**src/att_pkg.sv**
```systemverilog
// Package for the triple-tap detector: payload structs, register indexes, constants.
// No dependencies.
package att_pkg;

  typedef struct packed {
    logic signed [15:0] x_raw;
    logic signed [15:0] y_raw;
    logic signed [15:0] z_raw;
    logic [31:0]        sample_time;
  } in_beat_t;

  typedef struct packed {
    logic        reading_ok;
    logic        tap_taken;
    logic        triple_tap;
    logic        vibration_reject;
    logic [2:0]  axis_hits;
    logic [16:0] magnitude_out;
    logic [16:0] baseline_out;
    logic [3:0]  taps_pending;
    logic        armed_out;
    logic [31:0] reject_total;
  } out_beat_t;

  localparam logic [2:0] REG_OFS_X = 3'd0;
  localparam logic [2:0] REG_OFS_Y = 3'd1;
  localparam logic [2:0] REG_OFS_Z = 3'd2;
  localparam logic [2:0] REG_THR   = 3'd3;
  localparam logic [2:0] REG_WIN   = 3'd4;
  localparam logic [2:0] REG_GAP   = 3'd5;
  localparam logic [2:0] REG_LOCK  = 3'd6;
  localparam logic [2:0] REG_ALPHA = 3'd7;

  localparam int unsigned TAPS_NEEDED = 3;
  localparam logic [29:0] ONE_G_FINE  = 30'd1 << 25;
  localparam logic [29:0] HALF_G_FINE = 30'd1 << 24;

  // square root operand: sum of three 17-bit squares fits in 36 bits
  localparam int unsigned SQ_W = 36;

  // ceil(2^44 / 100): x * DIV100_RECIP >> 44 equals x / 100 for any 37-bit x
  localparam logic [37:0] DIV100_RECIP = 38'd175921860445;

endpackage

```
**src/att_sqrt.sv**
```systemverilog
// Bit-serial integer square root, one result bit per cycle.
// Depends on att_pkg.
module att_sqrt (
  input  logic                       clk,
  input  logic                       rst_n,
  input  logic                       start,
  input  logic [att_pkg::SQ_W-1:0]   radicand,
  output logic                       done,
  output logic [17:0]                root
);
  import att_pkg::*;

  logic [SQ_W-1:0] rem_r, rem_nxt;
  logic [SQ_W-1:0] res_r, res_nxt;
  logic [SQ_W-1:0] bit_r, bit_nxt;
  logic            busy_r, busy_nxt;
  logic            done_r, done_nxt;

  always_comb begin
    rem_nxt  = rem_r;
    res_nxt  = res_r;
    bit_nxt  = bit_r;
    busy_nxt = busy_r;
    done_nxt = 1'b0;
    if (start) begin
      rem_nxt  = radicand;
      res_nxt  = '0;
      bit_nxt  = {2'b01, {(SQ_W-2){1'b0}}};
      busy_nxt = 1'b1;
    end else if (busy_r) begin
      if (rem_r >= res_r + bit_r) begin
        rem_nxt = rem_r - (res_r + bit_r);
        res_nxt = (res_r >> 1) + bit_r;
      end else begin
        res_nxt = res_r >> 1;
      end
      bit_nxt = bit_r >> 2;
      if (bit_r[0] || bit_r[1]) begin
        busy_nxt = 1'b0;
        done_nxt = 1'b1;
      end
    end
  end

  always_ff @(posedge clk) begin
    if (!rst_n) begin
      busy_r <= 1'b0;
      done_r <= 1'b0;
    end else begin
      busy_r <= busy_nxt;
      done_r <= done_nxt;
    end
    rem_r <= rem_nxt;
    res_r <= res_nxt;
    bit_r <= bit_nxt;
  end

  assign done = done_r;
  assign root = res_r[17:0];
endmodule

```
**src/att_div100.sv**
```systemverilog
// Divide by 100 through a reciprocal multiply, 13 dividend bits per cycle.
// Depends on att_pkg (reciprocal constant).
module att_div100 (
  input  logic        clk,
  input  logic        rst_n,
  input  logic        start,
  input  logic [36:0] dividend,
  output logic        done,
  output logic [29:0] quotient
);
  import att_pkg::*;

  logic [36:0] n_r, n_nxt;
  logic [51:0] acc_r, acc_nxt;
  logic [1:0]  step_r, step_nxt;
  logic        busy_r, busy_nxt;
  logic        done_r, done_nxt;
  logic [51:0] part;

  // low 13-bit chunk of the dividend times the reciprocal
  assign part = 52'(n_r[12:0]) * 52'(DIV100_RECIP);

  // acc keeps x * recip >> (13 * steps); the bits shifted out never reach the floor
  always_comb begin
    n_nxt    = n_r;
    acc_nxt  = acc_r;
    step_nxt = step_r;
    busy_nxt = busy_r;
    done_nxt = 1'b0;
    if (start) begin
      n_nxt    = dividend;
      acc_nxt  = '0;
      step_nxt = 2'd0;
      busy_nxt = 1'b1;
    end else if (busy_r) begin
      acc_nxt  = (acc_r >> 13) + part;
      n_nxt    = n_r >> 13;
      step_nxt = step_r + 2'd1;
      if (step_r == 2'd2) begin
        busy_nxt = 1'b0;
        done_nxt = 1'b1;
      end
    end
  end

  always_ff @(posedge clk) begin
    if (!rst_n) begin
      busy_r <= 1'b0;
      done_r <= 1'b0;
    end else begin
      busy_r <= busy_nxt;
      done_r <= done_nxt;
    end
    n_r    <= n_nxt;
    acc_r  <= acc_nxt;
    step_r <= step_nxt;
  end

  // remaining shift: 44 - 2 * 13
  assign done     = done_r;
  assign quotient = acc_r[47:18];
endmodule

```
**src/accel_triple_tap_detector_core.sv**
```systemverilog
// Triple-tap detector top level: config registers, sequencer, shared multiplier.
// Depends on att_pkg, att_sqrt, att_div100.
// Path per sample: squares, 18-step root, range check; a first or out-of-range sample
//   then goes out, others pass the filter and tap logic (3-step divide by 100 for the
//   baseline update). One sample at a time: in_stall is high from accept until the result
//   moves to the output register. Sync active-low reset: default regs, 1.0 g levels, no taps.
module accel_triple_tap_detector_core (
  input  logic               clk,
  input  logic               rst_n,
  input  logic               in_valid,
  output logic               in_stall,
  input  att_pkg::in_beat_t  in_data,
  output logic               out_valid,
  input  logic               out_stall,
  output att_pkg::out_beat_t out_data,
  input  logic               cfg_valid,
  output logic               cfg_ready,
  input  logic [2:0]         cfg_index,
  input  logic [16:0]        cfg_data
);
  import att_pkg::*;

  typedef enum logic [3:0] {
    S_IDLE, S_SQ, S_SQRT, S_CHECK, S_MUL1, S_MUL2, S_FILT,
    S_DIV, S_TAP, S_OUT
  } state_t;

  // config registers
  logic signed [13:0] ofs_x_r, ofs_y_r, ofs_z_r;
  logic [14:0] thr_r;
  logic [10:0] win_r;
  logic [15:0] gap_r, lock_r;
  logic [16:0] alpha_r;

  // tracked state
  logic        seeded_r, armed_r, tap_seen_r, det_seen_r;
  logic [29:0] base_r, filt_r;
  logic [3:0]  cnt_r;
  logic [31:0] wstart_r, last_tap_r, last_det_r, rej_r;

  // per-sample working registers
  state_t      state_r;
  logic [1:0]  axis_r;
  logic [16:0] ax_r, ay_r, az_r;
  logic [31:0] now_r;
  logic [SQ_W-1:0] sum_r;
  logic [16:0] mag_r;
  logic        stable_r;
  logic [47:0] acc_r;
  out_beat_t   res_r;        // result under construction
  out_beat_t   out_r;        // result beat on the output channel
  logic        out_valid_r;

  assign cfg_ready = 1'b1;

  always_ff @(posedge clk) begin
    if (!rst_n) begin
      ofs_x_r <= '0; ofs_y_r <= '0; ofs_z_r <= '0;
      thr_r <= 15'd6144; win_r <= 11'd1000; gap_r <= 16'd50;
      lock_r <= 16'd1000; alpha_r <= 17'd6554;
    end else if (cfg_valid) begin
      case (cfg_index)
        REG_OFS_X: ofs_x_r <= cfg_data[13:0];
        REG_OFS_Y: ofs_y_r <= cfg_data[13:0];
        REG_OFS_Z: ofs_z_r <= cfg_data[13:0];
        REG_THR: begin
          if (cfg_data[14:0] < 15'd2048) thr_r <= 15'd2048;
          else if (cfg_data[14:0] > 15'd20480) thr_r <= 15'd20480;
          else thr_r <= cfg_data[14:0];
        end
        REG_WIN: begin
          if (cfg_data[10:0] < 11'd100) win_r <= 11'd100;
          else if (cfg_data[10:0] > 11'd2000) win_r <= 11'd2000;
          else win_r <= cfg_data[10:0];
        end
        REG_GAP:  gap_r <= cfg_data[15:0];
        REG_LOCK: lock_r <= cfg_data[15:0];
        REG_ALPHA: alpha_r <= (cfg_data > 17'd65536) ? 17'd65536 : cfg_data;
        default: ;
      endcase
    end
  end

  // offset-corrected axis values, signed
  logic signed [17:0] cx, cy, cz;
  assign cx = 18'(in_data.x_raw) - 18'(ofs_x_r);
  assign cy = 18'(in_data.y_raw) - 18'(ofs_y_r);
  assign cz = 18'(in_data.z_raw) - 18'(ofs_z_r);

  // shared 17x17 squarer / 17x30 multiplier
  logic [16:0] mul_a;
  logic [29:0] mul_b;
  logic [46:0] mul_p;
  always_comb begin
    mul_a = ax_r;
    mul_b = {13'd0, ax_r};
    case (state_r)
      S_SQ: begin
        case (axis_r)
          2'd0: begin mul_a = ax_r; mul_b = {13'd0, ax_r}; end
          2'd1: begin mul_a = ay_r; mul_b = {13'd0, ay_r}; end
          default: begin mul_a = az_r; mul_b = {13'd0, az_r}; end
        endcase
      end
      S_MUL1: begin mul_a = alpha_r; mul_b = {mag_r, 13'd0}; end
      S_MUL2: begin mul_a = 17'(17'd65536 - alpha_r); mul_b = filt_r; end
      default: ;
    endcase
  end
  assign mul_p = 47'(mul_a) * 47'(mul_b);

  logic sq_start, sq_done;
  logic [17:0] sq_root;
  att_sqrt u_sqrt (
    .clk(clk), .rst_n(rst_n), .start(sq_start), .radicand(sum_r),
    .done(sq_done), .root(sq_root)
  );

  logic dv_start, dv_done;
  logic [29:0] dv_q;
  logic [36:0] dv_in;
  assign dv_in = 37'(base_r) * 37'd99 + 37'(filt_r) + 37'd50;
  att_div100 u_div (
    .clk(clk), .rst_n(rst_n), .start(dv_start), .dividend(dv_in),
    .done(dv_done), .quotient(dv_q)
  );

  assign sq_start = (state_r == S_SQRT) && (axis_r == 2'd3);
  assign dv_start = (state_r == S_DIV) && (axis_r == 2'd0);

  logic [29:0] magf;
  assign magf = {mag_r, 13'd0};
  logic [29:0] dmag;
  assign dmag = (magf >= base_r) ? magf - base_r : base_r - magf;
  logic [16:0] mag_sat;
  assign mag_sat = sq_root[17] ? 17'h1FFFF : sq_root[16:0];

  logic [31:0] dt_tap, dt_det, dt_win;
  assign dt_tap = now_r - last_tap_r;
  assign dt_det = now_r - last_det_r;
  assign dt_win = now_r - wstart_r;

  logic [3:0] cnt_inc;
  assign cnt_inc = cnt_r + 4'd1;

  // finished result plus the state fields as they stand after the sample
  out_beat_t res_full;
  always_comb begin
    res_full = res_r;
    res_full.baseline_out = base_r[29:13];
    res_full.taps_pending = cnt_r;
    res_full.armed_out = armed_r;
    res_full.reject_total = rej_r;
  end

  // hand-off into the output register once the previous beat has left
  logic load_out;
  assign load_out = (state_r == S_OUT) && (!out_valid_r || !out_stall);

  always_ff @(posedge clk) begin
    if (!rst_n) begin
      state_r <= S_IDLE;
      out_valid_r <= 1'b0;
      seeded_r <= 1'b0; armed_r <= 1'b0; tap_seen_r <= 1'b0; det_seen_r <= 1'b0;
      base_r <= ONE_G_FINE; filt_r <= ONE_G_FINE;
      cnt_r <= '0; wstart_r <= '0; last_tap_r <= '0; last_det_r <= '0; rej_r <= '0;
      axis_r <= '0;
    end else begin
      out_valid_r <= load_out || (out_valid_r && out_stall);
      case (state_r)
        S_IDLE: begin
          if (in_valid) begin
            ax_r <= cx[17] ? 17'(-cx) : cx[16:0];
            ay_r <= cy[17] ? 17'(-cy) : cy[16:0];
            az_r <= cz[17] ? 17'(-cz) : cz[16:0];
            now_r <= in_data.sample_time;
            sum_r <= '0;
            axis_r <= 2'd0;
            res_r <= '0;
            state_r <= S_SQ;
          end
        end
        S_SQ: begin
          sum_r <= sum_r + SQ_W'(mul_p[33:0]);
          if (axis_r == 2'd2) begin
            axis_r <= 2'd3;
            state_r <= S_SQRT;
          end else axis_r <= axis_r + 2'd1;
          res_r.axis_hits[axis_r] <= (mul_a >= 17'(thr_r));
        end
        S_SQRT: begin
          axis_r <= 2'd0;
          if (sq_done) begin
            mag_r <= mag_sat;
            state_r <= S_CHECK;
          end
        end
        S_CHECK: begin
          res_r.reading_ok <= !(21'(mag_r) * 21'd10 < 21'd4096) && !(mag_r > 17'd81920);
          res_r.magnitude_out <= mag_r;
          stable_r <= dmag < HALF_G_FINE;
          if (!seeded_r) begin
            seeded_r <= 1'b1;
            base_r <= magf;
            filt_r <= magf;
            state_r <= S_OUT;
          end else if (!(!(21'(mag_r) * 21'd10 < 21'd4096) && !(mag_r > 17'd81920))) begin
            state_r <= S_OUT;
          end else state_r <= S_MUL1;
        end
        S_MUL1: begin
          acc_r <= 48'(mul_p) + 48'd32768;
          state_r <= S_MUL2;
        end
        S_MUL2: begin
          acc_r <= acc_r + 48'(mul_p);
          state_r <= S_FILT;
        end
        S_FILT: begin
          filt_r <= acc_r[45:16];
          axis_r <= 2'd0;
          state_r <= stable_r ? S_DIV : S_TAP;
        end
        S_DIV: begin
          axis_r <= 2'd1;
          if (dv_done) begin
            base_r <= dv_q;
            state_r <= S_TAP;
          end
        end
        S_TAP: begin
          state_r <= S_OUT;
          if (dmag >= {thr_r, 13'd0}) begin
            if (tap_seen_r && dt_tap < 32'(gap_r)) begin
              res_r.vibration_reject <= 1'b1;
              rej_r <= rej_r + 32'd1;
            end else if (!armed_r && det_seen_r && dt_det < 32'(lock_r)) begin
              // locked out after a detection
            end else begin
              res_r.tap_taken <= 1'b1;
              last_tap_r <= now_r;
              tap_seen_r <= 1'b1;
              if (cnt_r == 4'd0) armed_r <= 1'b1;
              if (cnt_inc >= 4'(TAPS_NEEDED)) begin
                if (cnt_r != 4'd0 && dt_win > 32'(win_r)) begin
                  cnt_r <= 4'd1;
                  wstart_r <= now_r;
                end else begin
                  res_r.triple_tap <= 1'b1;
                  last_det_r <= now_r;
                  det_seen_r <= 1'b1;
                  armed_r <= 1'b0;
                  cnt_r <= 4'd0;
                end
              end else begin
                cnt_r <= cnt_inc;
                if (cnt_r == 4'd0) wstart_r <= now_r;
              end
            end
          end
        end
        S_OUT: begin
          if (load_out) begin
            out_r <= res_full;
            state_r <= S_IDLE;
          end
        end
        default: state_r <= S_IDLE;
      endcase
    end
  end

  assign in_stall  = (state_r != S_IDLE);
  assign out_valid = out_valid_r;
  assign out_data  = out_r;
endmodule

```
**config.mk**
```make
export PLATFORM = sky130hd
export DESIGN_NAME = accel_triple_tap_detector_core
export DESIGN_NICKNAME = d
export VERILOG_FILES = /design/src/att_pkg.sv /design/src/att_sqrt.sv /design/src/att_div100.sv /design/src/accel_triple_tap_detector_core.sv
export SDC_FILE = /design/constraint.sdc
export NUM_CORES = 2
export LEC_CHECK = 0
export ABC_CLOCK_PERIOD_IN_PS = 11100
export BUFFER_PORTS_ARGS = -buffer_cell sky130_fd_sc_hd__buf_2
export CAP_MARGIN = 20
export CORE_MARGIN = 5
export CORE_UTILIZATION = 60
export CTS_BUF_LIST = sky130_fd_sc_hd__clkbuf_4
export DETAILED_ROUTE_END_ITERATION = 7
export PLACE_DENSITY = 0.83
export SLEW_MARGIN = 10
export SYNTH_ARGS = -nofsm -noshare
export SYNTH_HDL_FRONTEND = slang
export SYNTH_SLANG_ARGS = --single-unit
```
**constraint.sdc**
```tcl
create_clock -name clk -period 11.1 [get_ports clk]
set_clock_uncertainty 0.05 [all_clocks]
set_input_delay 2.22 -clock clk [delete_from_list [all_inputs] [get_ports clk]]
set_output_delay 2.22 -clock clk [all_outputs]
set_load 0.05 [all_outputs]
```
# == After elaboration in Yosys (flattened, before gate mapping) ==
# Cells that the tools add are included.
# totals
reg_bits,792
input_bits,105
out_inout_bits,81
elab_cells,274
# classes
addsub,25
n_mul,4
magnitude_cmp,18
n_eq_ne,33
n_mux,68
bitwise_logic,6
reduce_logical,64
# ops
cell,n
2-to-1 mux 36 bit,5
case mux 30 bit (2 select lines),2
case mux 17 bit (2 select lines),3
2-to-1 mux 32 bit,3
case mux 48 bit (2 select lines),1
subtractor 32 bit,3
2-to-1 mux 30 bit,3
case mux 30 bit (3 select lines),1
2-to-1 mux 78 bit,1
2-to-1 mux 37 bit,2
case mux 36 bit (2 select lines),1
2-to-1 mux 17 bit,4
less-than comparator 32 x 16 -> 1 bit,2
subtractor 30 bit,2
adder 39 x 51 -> 52 bit,1
"multiplier 13 x 38 -> 51 bit, second input constant",1
negation 17 bit,3
case mux 17 bit (3 select lines),1
subtractor 16 x 14 -> 17 bit,3
"adder 47 x 16 -> 48 bit, second input constant",1
adder 48 x 47 -> 48 bit,1
multiplier 17 x 30 -> 47 bit,1
case mux 4 bit (10 select lines),1
adder 37 x 30 -> 37 bit,1
other kinds (65),171

# == Depth between registers and ports, before layout ==
# depth
depth_word,9
ltp_mapped,45
depth_no_buf,43

# == Cells and area by module ==
# From an unflattened synthesis, not the netlist that was laid out.
# hier_totals
hier_cells,9265
area_unflattened_um2,80976.4
# modules_own_cells
mod,instances,cells_each,area_each_um2,seq_area_each_um2
accel_triple_tap_detector_core,1,7187,61998.2,14964.4
att_div100,1,1029,10488.8,1971.9
att_sqrt,1,1049,8489.4,2202.1

# == Worst setup path before layout ==
# OpenSTA, ideal clock, no wires.
# synth_path
kind,register to register
startpoint,register alpha_r[4]
endpoint,register acc_r[45] (data pin)
setup_ns,0.261
t_arrival_ns,10.123
required_ns,10.789
slack_ns,0.665
path_stages_with_launch,40
path_buffers,2
synth_period_minus_slack_ns,10.435
cell_sequence,dfxtp_1 -> or4_1 -> nor3_1 -> nor2b_1 -> nand2b_1 -> nor4b_1 -> xnor2_1 -> a22oi_1 -> o21ai_1 -> clkbuf_1 -> nand2b_1 -> fa_1 -> fa_1 -> inv_1 -> fa_1 -> fa_1 -> fa_1 -> inv_1 -> [... 4 more ...] -> a21o_1 -> a2111oi_0 -> nor3b_1 -> a21boi_0 -> a31o_2 -> a31o_2 -> o311a_1 -> nor3_1 -> inv_1 -> ha_1 -> a21o_1 -> a21oi_1 -> o2111a_1 -> nor3b_1 -> or3_1 -> o211ai_1 -> a41oi_1 -> xnor2_1
# synth_via
elab_chain_cells,5
elab_cells_between_ends,6
classes_between,add/sub (3); mul (1); mux (2)
# synth_rtl
element,line_no,rtl
start: declaration,accel_triple_tap_detector_core.sv:33,logic [16:0] alpha_r;
start signal: assignment,accel_triple_tap_detector_core.sv:78,REG_ALPHA: alpha_r <= (cfg_data > 17'd65536) ? 17'd65536 : cfg_data;
subtractor 17 bit,accel_triple_tap_detector_core.sv:106,S_MUL2: begin mul_a = 17'(17'd65536 - alpha_r); mul_b = filt_r; end
case mux 17 bit (3 select lines) *,accel_triple_tap_detector_core.sv:97,case (state_r)
multiplier 17 x 30 -> 47 bit *,accel_triple_tap_detector_core.sv:110,assign mul_p = 47'(mul_a) * 47'(mul_b);
adder 48 x 47 -> 48 bit or adder 47 x 16 -> 48 bit (tied branches),"accel_triple_tap_detector_core.sv:216, accel_triple_tap_detector_core.sv:212",
case mux 48 bit (2 select lines) *,accel_triple_tap_detector_core.sv:170,case (state_r)
end signal: assignment,accel_triple_tap_detector_core.sv:212,acc_r <= 48'(mul_p) + 48'd32768;
end signal: assignment,accel_triple_tap_detector_core.sv:216,acc_r <= acc_r + 48'(mul_p);
end: declaration,accel_triple_tap_detector_core.sv:49,logic [47:0] acc_r;
# Every way passes the cells marked *; elsewhere a longest branch is shown, timed or not.
# A chain may end at the register's enable or synchronous reset.

# == Worst setup path in the final report ==
# layout_path
startpoint,register state_r[0]
endpoint,register acc_r[45] (data pin)
# layout_via
elab_chain_cells,5
elab_cells_between_ends,9
classes_between,add/sub (2); mul (1); eq/ne (3); mux (3)
# layout_rtl
element,line_no,rtl
start: declaration,accel_triple_tap_detector_core.sv:42,state_t state_r;
start signal: assignment,accel_triple_tap_detector_core.sv:222,state_r <= stable_r ? S_DIV : S_TAP;
== test 4 x 3 -> 1 bit or == test 4 x 1 -> 1 bit (tied branches),"accel_triple_tap_detector_core.sv:97, accel_triple_tap_detector_core.sv:170",
case mux 17 bit (3 select lines) or case mux 30 bit (3 select lines) (tied branches),accel_triple_tap_detector_core.sv:97,
multiplier 17 x 30 -> 47 bit,accel_triple_tap_detector_core.sv:110,
adder 48 x 47 -> 48 bit or adder 47 x 16 -> 48 bit (tied branches),"accel_triple_tap_detector_core.sv:216, accel_triple_tap_detector_core.sv:212",
case mux 48 bit (2 select lines) *,accel_triple_tap_detector_core.sv:170,
# Marked as above.

==> results.cfg <==
[clock_tree]
root_buffer = clkbuf_4
ctsHoldBuffers = 0
h-tree-depth = 4
path_clk_slew_ns = 0.07
numCtsBuffers = 197
clock_path_buffers = 3
cts_setup_buffers = 0
clk-insertion-delay-late_ns = 1.23
cts_sinks = 777
cts_tree = done

[timing]
slew_headroom_pct = 26.97
worst_pin_slew_ns = 1.095
fin_crit_sh_pct = 96.53
hold_viol = 0
max_freq_mhz = 93.33
fin_tns_setup_ns = 0
drv_slew = 0
fin_crit_ns = 10.71
setup_violations = 0
rsz0062_at_grt = no

[synth]
yosysTopAreaCell = fa_1
synthesis.area_um2 = 79000
synth_warnings = 0
ys_types = 93
synth_top_area_share_pct = 16.62
synthAdderAreaFrac_pct = 30.26
synth_compound_area_share_pct = 15.79
muxShareOfSynthArea_pct = 2.341
async_reset_ff_share_pct = 0
yosys_most_used_dff = dfxtp_1
synth_xor_area_share_pct = 5.022
synthTopCellsByArea = fa_1 (17%), ha_1 (14%), edfxtp_1 (14%), dfxtp_1 (11%), inv_1 (5.8%)
syn_inst = 9051
synth_top_family_by_area = adder cells
ys_seq_area_share_pct = 24.23
avgSynthCellArea_um2 = 8.728
ys_seq_elements = 777
yosys.area_share.simple_pct = 14.85
synth_nets = 10673
synth_edf_count = 358

[routing]
ant_nets = 0
drc_errors = 0
first_iter_violations = 6620
avgRoutedWirePerCell_um = 21.94
num_vias = 68397
viasPerCell = 6.050
wl_mm = 248.0
first_pass_iters = 8

[place]
dp.final_hpwl_mm = 198.5
portBuffers = 184
dpl-instance-area_um2 = 82990
dp_cells = 10919
gp_congestion = 1.057

[setup_path]
crit_arrival_ns = 11.63
critPathKind = register to register
regToRegStartpoint = state_r[0]
cp-startpoint = state_r[0]
endpoint_kind = register
worst_path_largest_cell_delay_ns = 0.63
required_ns = 12.01
crit_top_cell = fa_1
cp_max_fo = 8
critPathLaunchType = register
cp_slowest_cell = a31oi_1
reg2reg_depth = 35

[global_route]
met1_usage_pct = 45.20
grt.total_usage_pct = 34.94
grt_max_degree = 89
grt_pass1_vias = 68373
grt_pass1_wl_mm = 382.9
gr-max-usage-layer = met2
met3_usage_pct = 6.389
antenna_found_initial = 18
met2_usage_pct = 56.15
grt-ovfl-total = 0

[floorplan]
rows = 133
start_util_pct = 60.24
die_h_um = 372.9
die_area_um2 = 139000
ios = 186
core_um2 = 131100
die_x_um = 372.9

[layout]
layout_commonest_cell = inv_1
final_cell_mix = inv_1 (1,220), nand2_1 (1,100), ha_1 (861)
layout.cells.non_filler = 11305
fin_util_pct = 65.42
nets = 10990
final_area_um2 = 85790
fillCellCount = 11023
drive_gt1_share_pct = 9.529
syn2layout_area_growth_pct = 8.594

[min_path]
hold-path-cell-count = 0
hold_class = register to register
min_from = res_full[67]

[run]
cap_violations = 0

[status]
status = finished clean
-- through the flow --
stage               hold WS (ns)  setup WS [ns]
global route              0.3709        0.02016
finish                    0.3567         0.3854
floorplan                 0.3503         0.6655
CTS                       0.3601         0.1857
detailed placement        0.3545         0.1297
global placement          0.3584         0.1782
-- cell type report --
| type | instances | area, µm² | area share, % |
|---|---|---|---|
| clock inverter | 80 | 470.5 | 0.5484 |
| clock buffer | 290 | 2177 | 2.538 |
| tap | 1755 | 2196 | 2.560 |
| inverter | 1223 | 4596 | 5.357 |
| multi-input combinational | 6709 | 54110 | 63.07 |
| sequential | 777 | 19140 | 22.31 |
| timing repair buffer | 460 | 3073 | 3.582 |
| antenna | 11 | 27.53 | 0.03209 |
-- synth_stat cells, types with 33 or more instances --
| cell type | instances |
|---|---|
| dfxtp_1 | 419 |
| o21ai_0 | 402 |
| fa_1 | 656 |
| mux2i_1 | 169 |
| and3_1 | 55 |
| nand3_1 | 161 |
| clkbuf_1 | 303 |
| edfxtp_1 | 358 |
| xor2_1 | 210 |
| nor2b_1 | 78 |
| o211ai_1 | 84 |
| nand4_1 | 62 |
| a31oi_1 | 87 |
| nor4_1 | 36 |
| nand2b_1 | 75 |
| a211oi_1 | 101 |
| a22oi_1 | 52 |
| xnor2_1 | 243 |
| ha_1 | 861 |
| and2_1 | 63 |
| or2_2 | 33 |
| nand2_1 | 1102 |
| a21oi_1 | 571 |
| or3_1 | 42 |
| a21o_1 | 181 |
| nor2_1 | 667 |
| o21a_1 | 70 |
| nor3_1 | 134 |
| o21bai_1 | 67 |
| inv_1 | 1222 |
-- final timing paths --
path	end	slack, ns
worst min register to register	out_data[67]	0.36
worst max register to register	acc_r[45]	0.39
worst min-delay path	out_data[67]	0.36
worst max-delay path	acc_r[45]	0.39
-- worst max-delay path: cells and delay by family, from the launching register on --
family / cells / cell delay (ns)
flip-flops: 1 / 0.35
adder cells (fa/ha/maj): 8 / 3.80
AO/OA/AOI/OAI: 15 / 3.91
AND/OR/NAND/NOR: 7 / 1.46
XOR/XNOR: 2 / 0.37
buffers and inverters: 3 / 0.49
-- flip-flops by register name, indices dropped and copies added, names as in the netlist, 18 cells and up --
register,count
out_data,78
acc_r,46
u_div.acc_r,39
u_div.n_r,37
sum_r,36
u_sqrt.rem_r,36
u_sqrt.res_r,36
last_det_r,32
last_tap_r,32
now_r,32
rej_r,32
wstart_r,32
base_r,30
filt_r,30
res_full,24
u_sqrt.bit_r,18
-- what timing repair did --
item | in CTS | in global routing
resized for setup | 0 | 19
endpoints found under the hold margin | 0 | 0
setup endpoints to repair | 0 | 11
-- metal layers --
layer,vias up,wire (µm)
li1,31610,-
met1,32938,97720
met2,3096,112200
met3,743,22690
met4,10,15300
met5,-,69
-- cells by family after synthesis --
family / count (synthesis)
other: 1
and+or+nand+nor: 2609
muxes: 182
AOI/OAI and AO/OA: 1947
buffers and inverters: 1565
DFF: 777
xor gates and xnor gates: 453
adders and majority gates: 1517
Power is left out: the tool's default activity adds up to more than one toggle a clock period on the data nets, which glitch-free logic cannot reach.
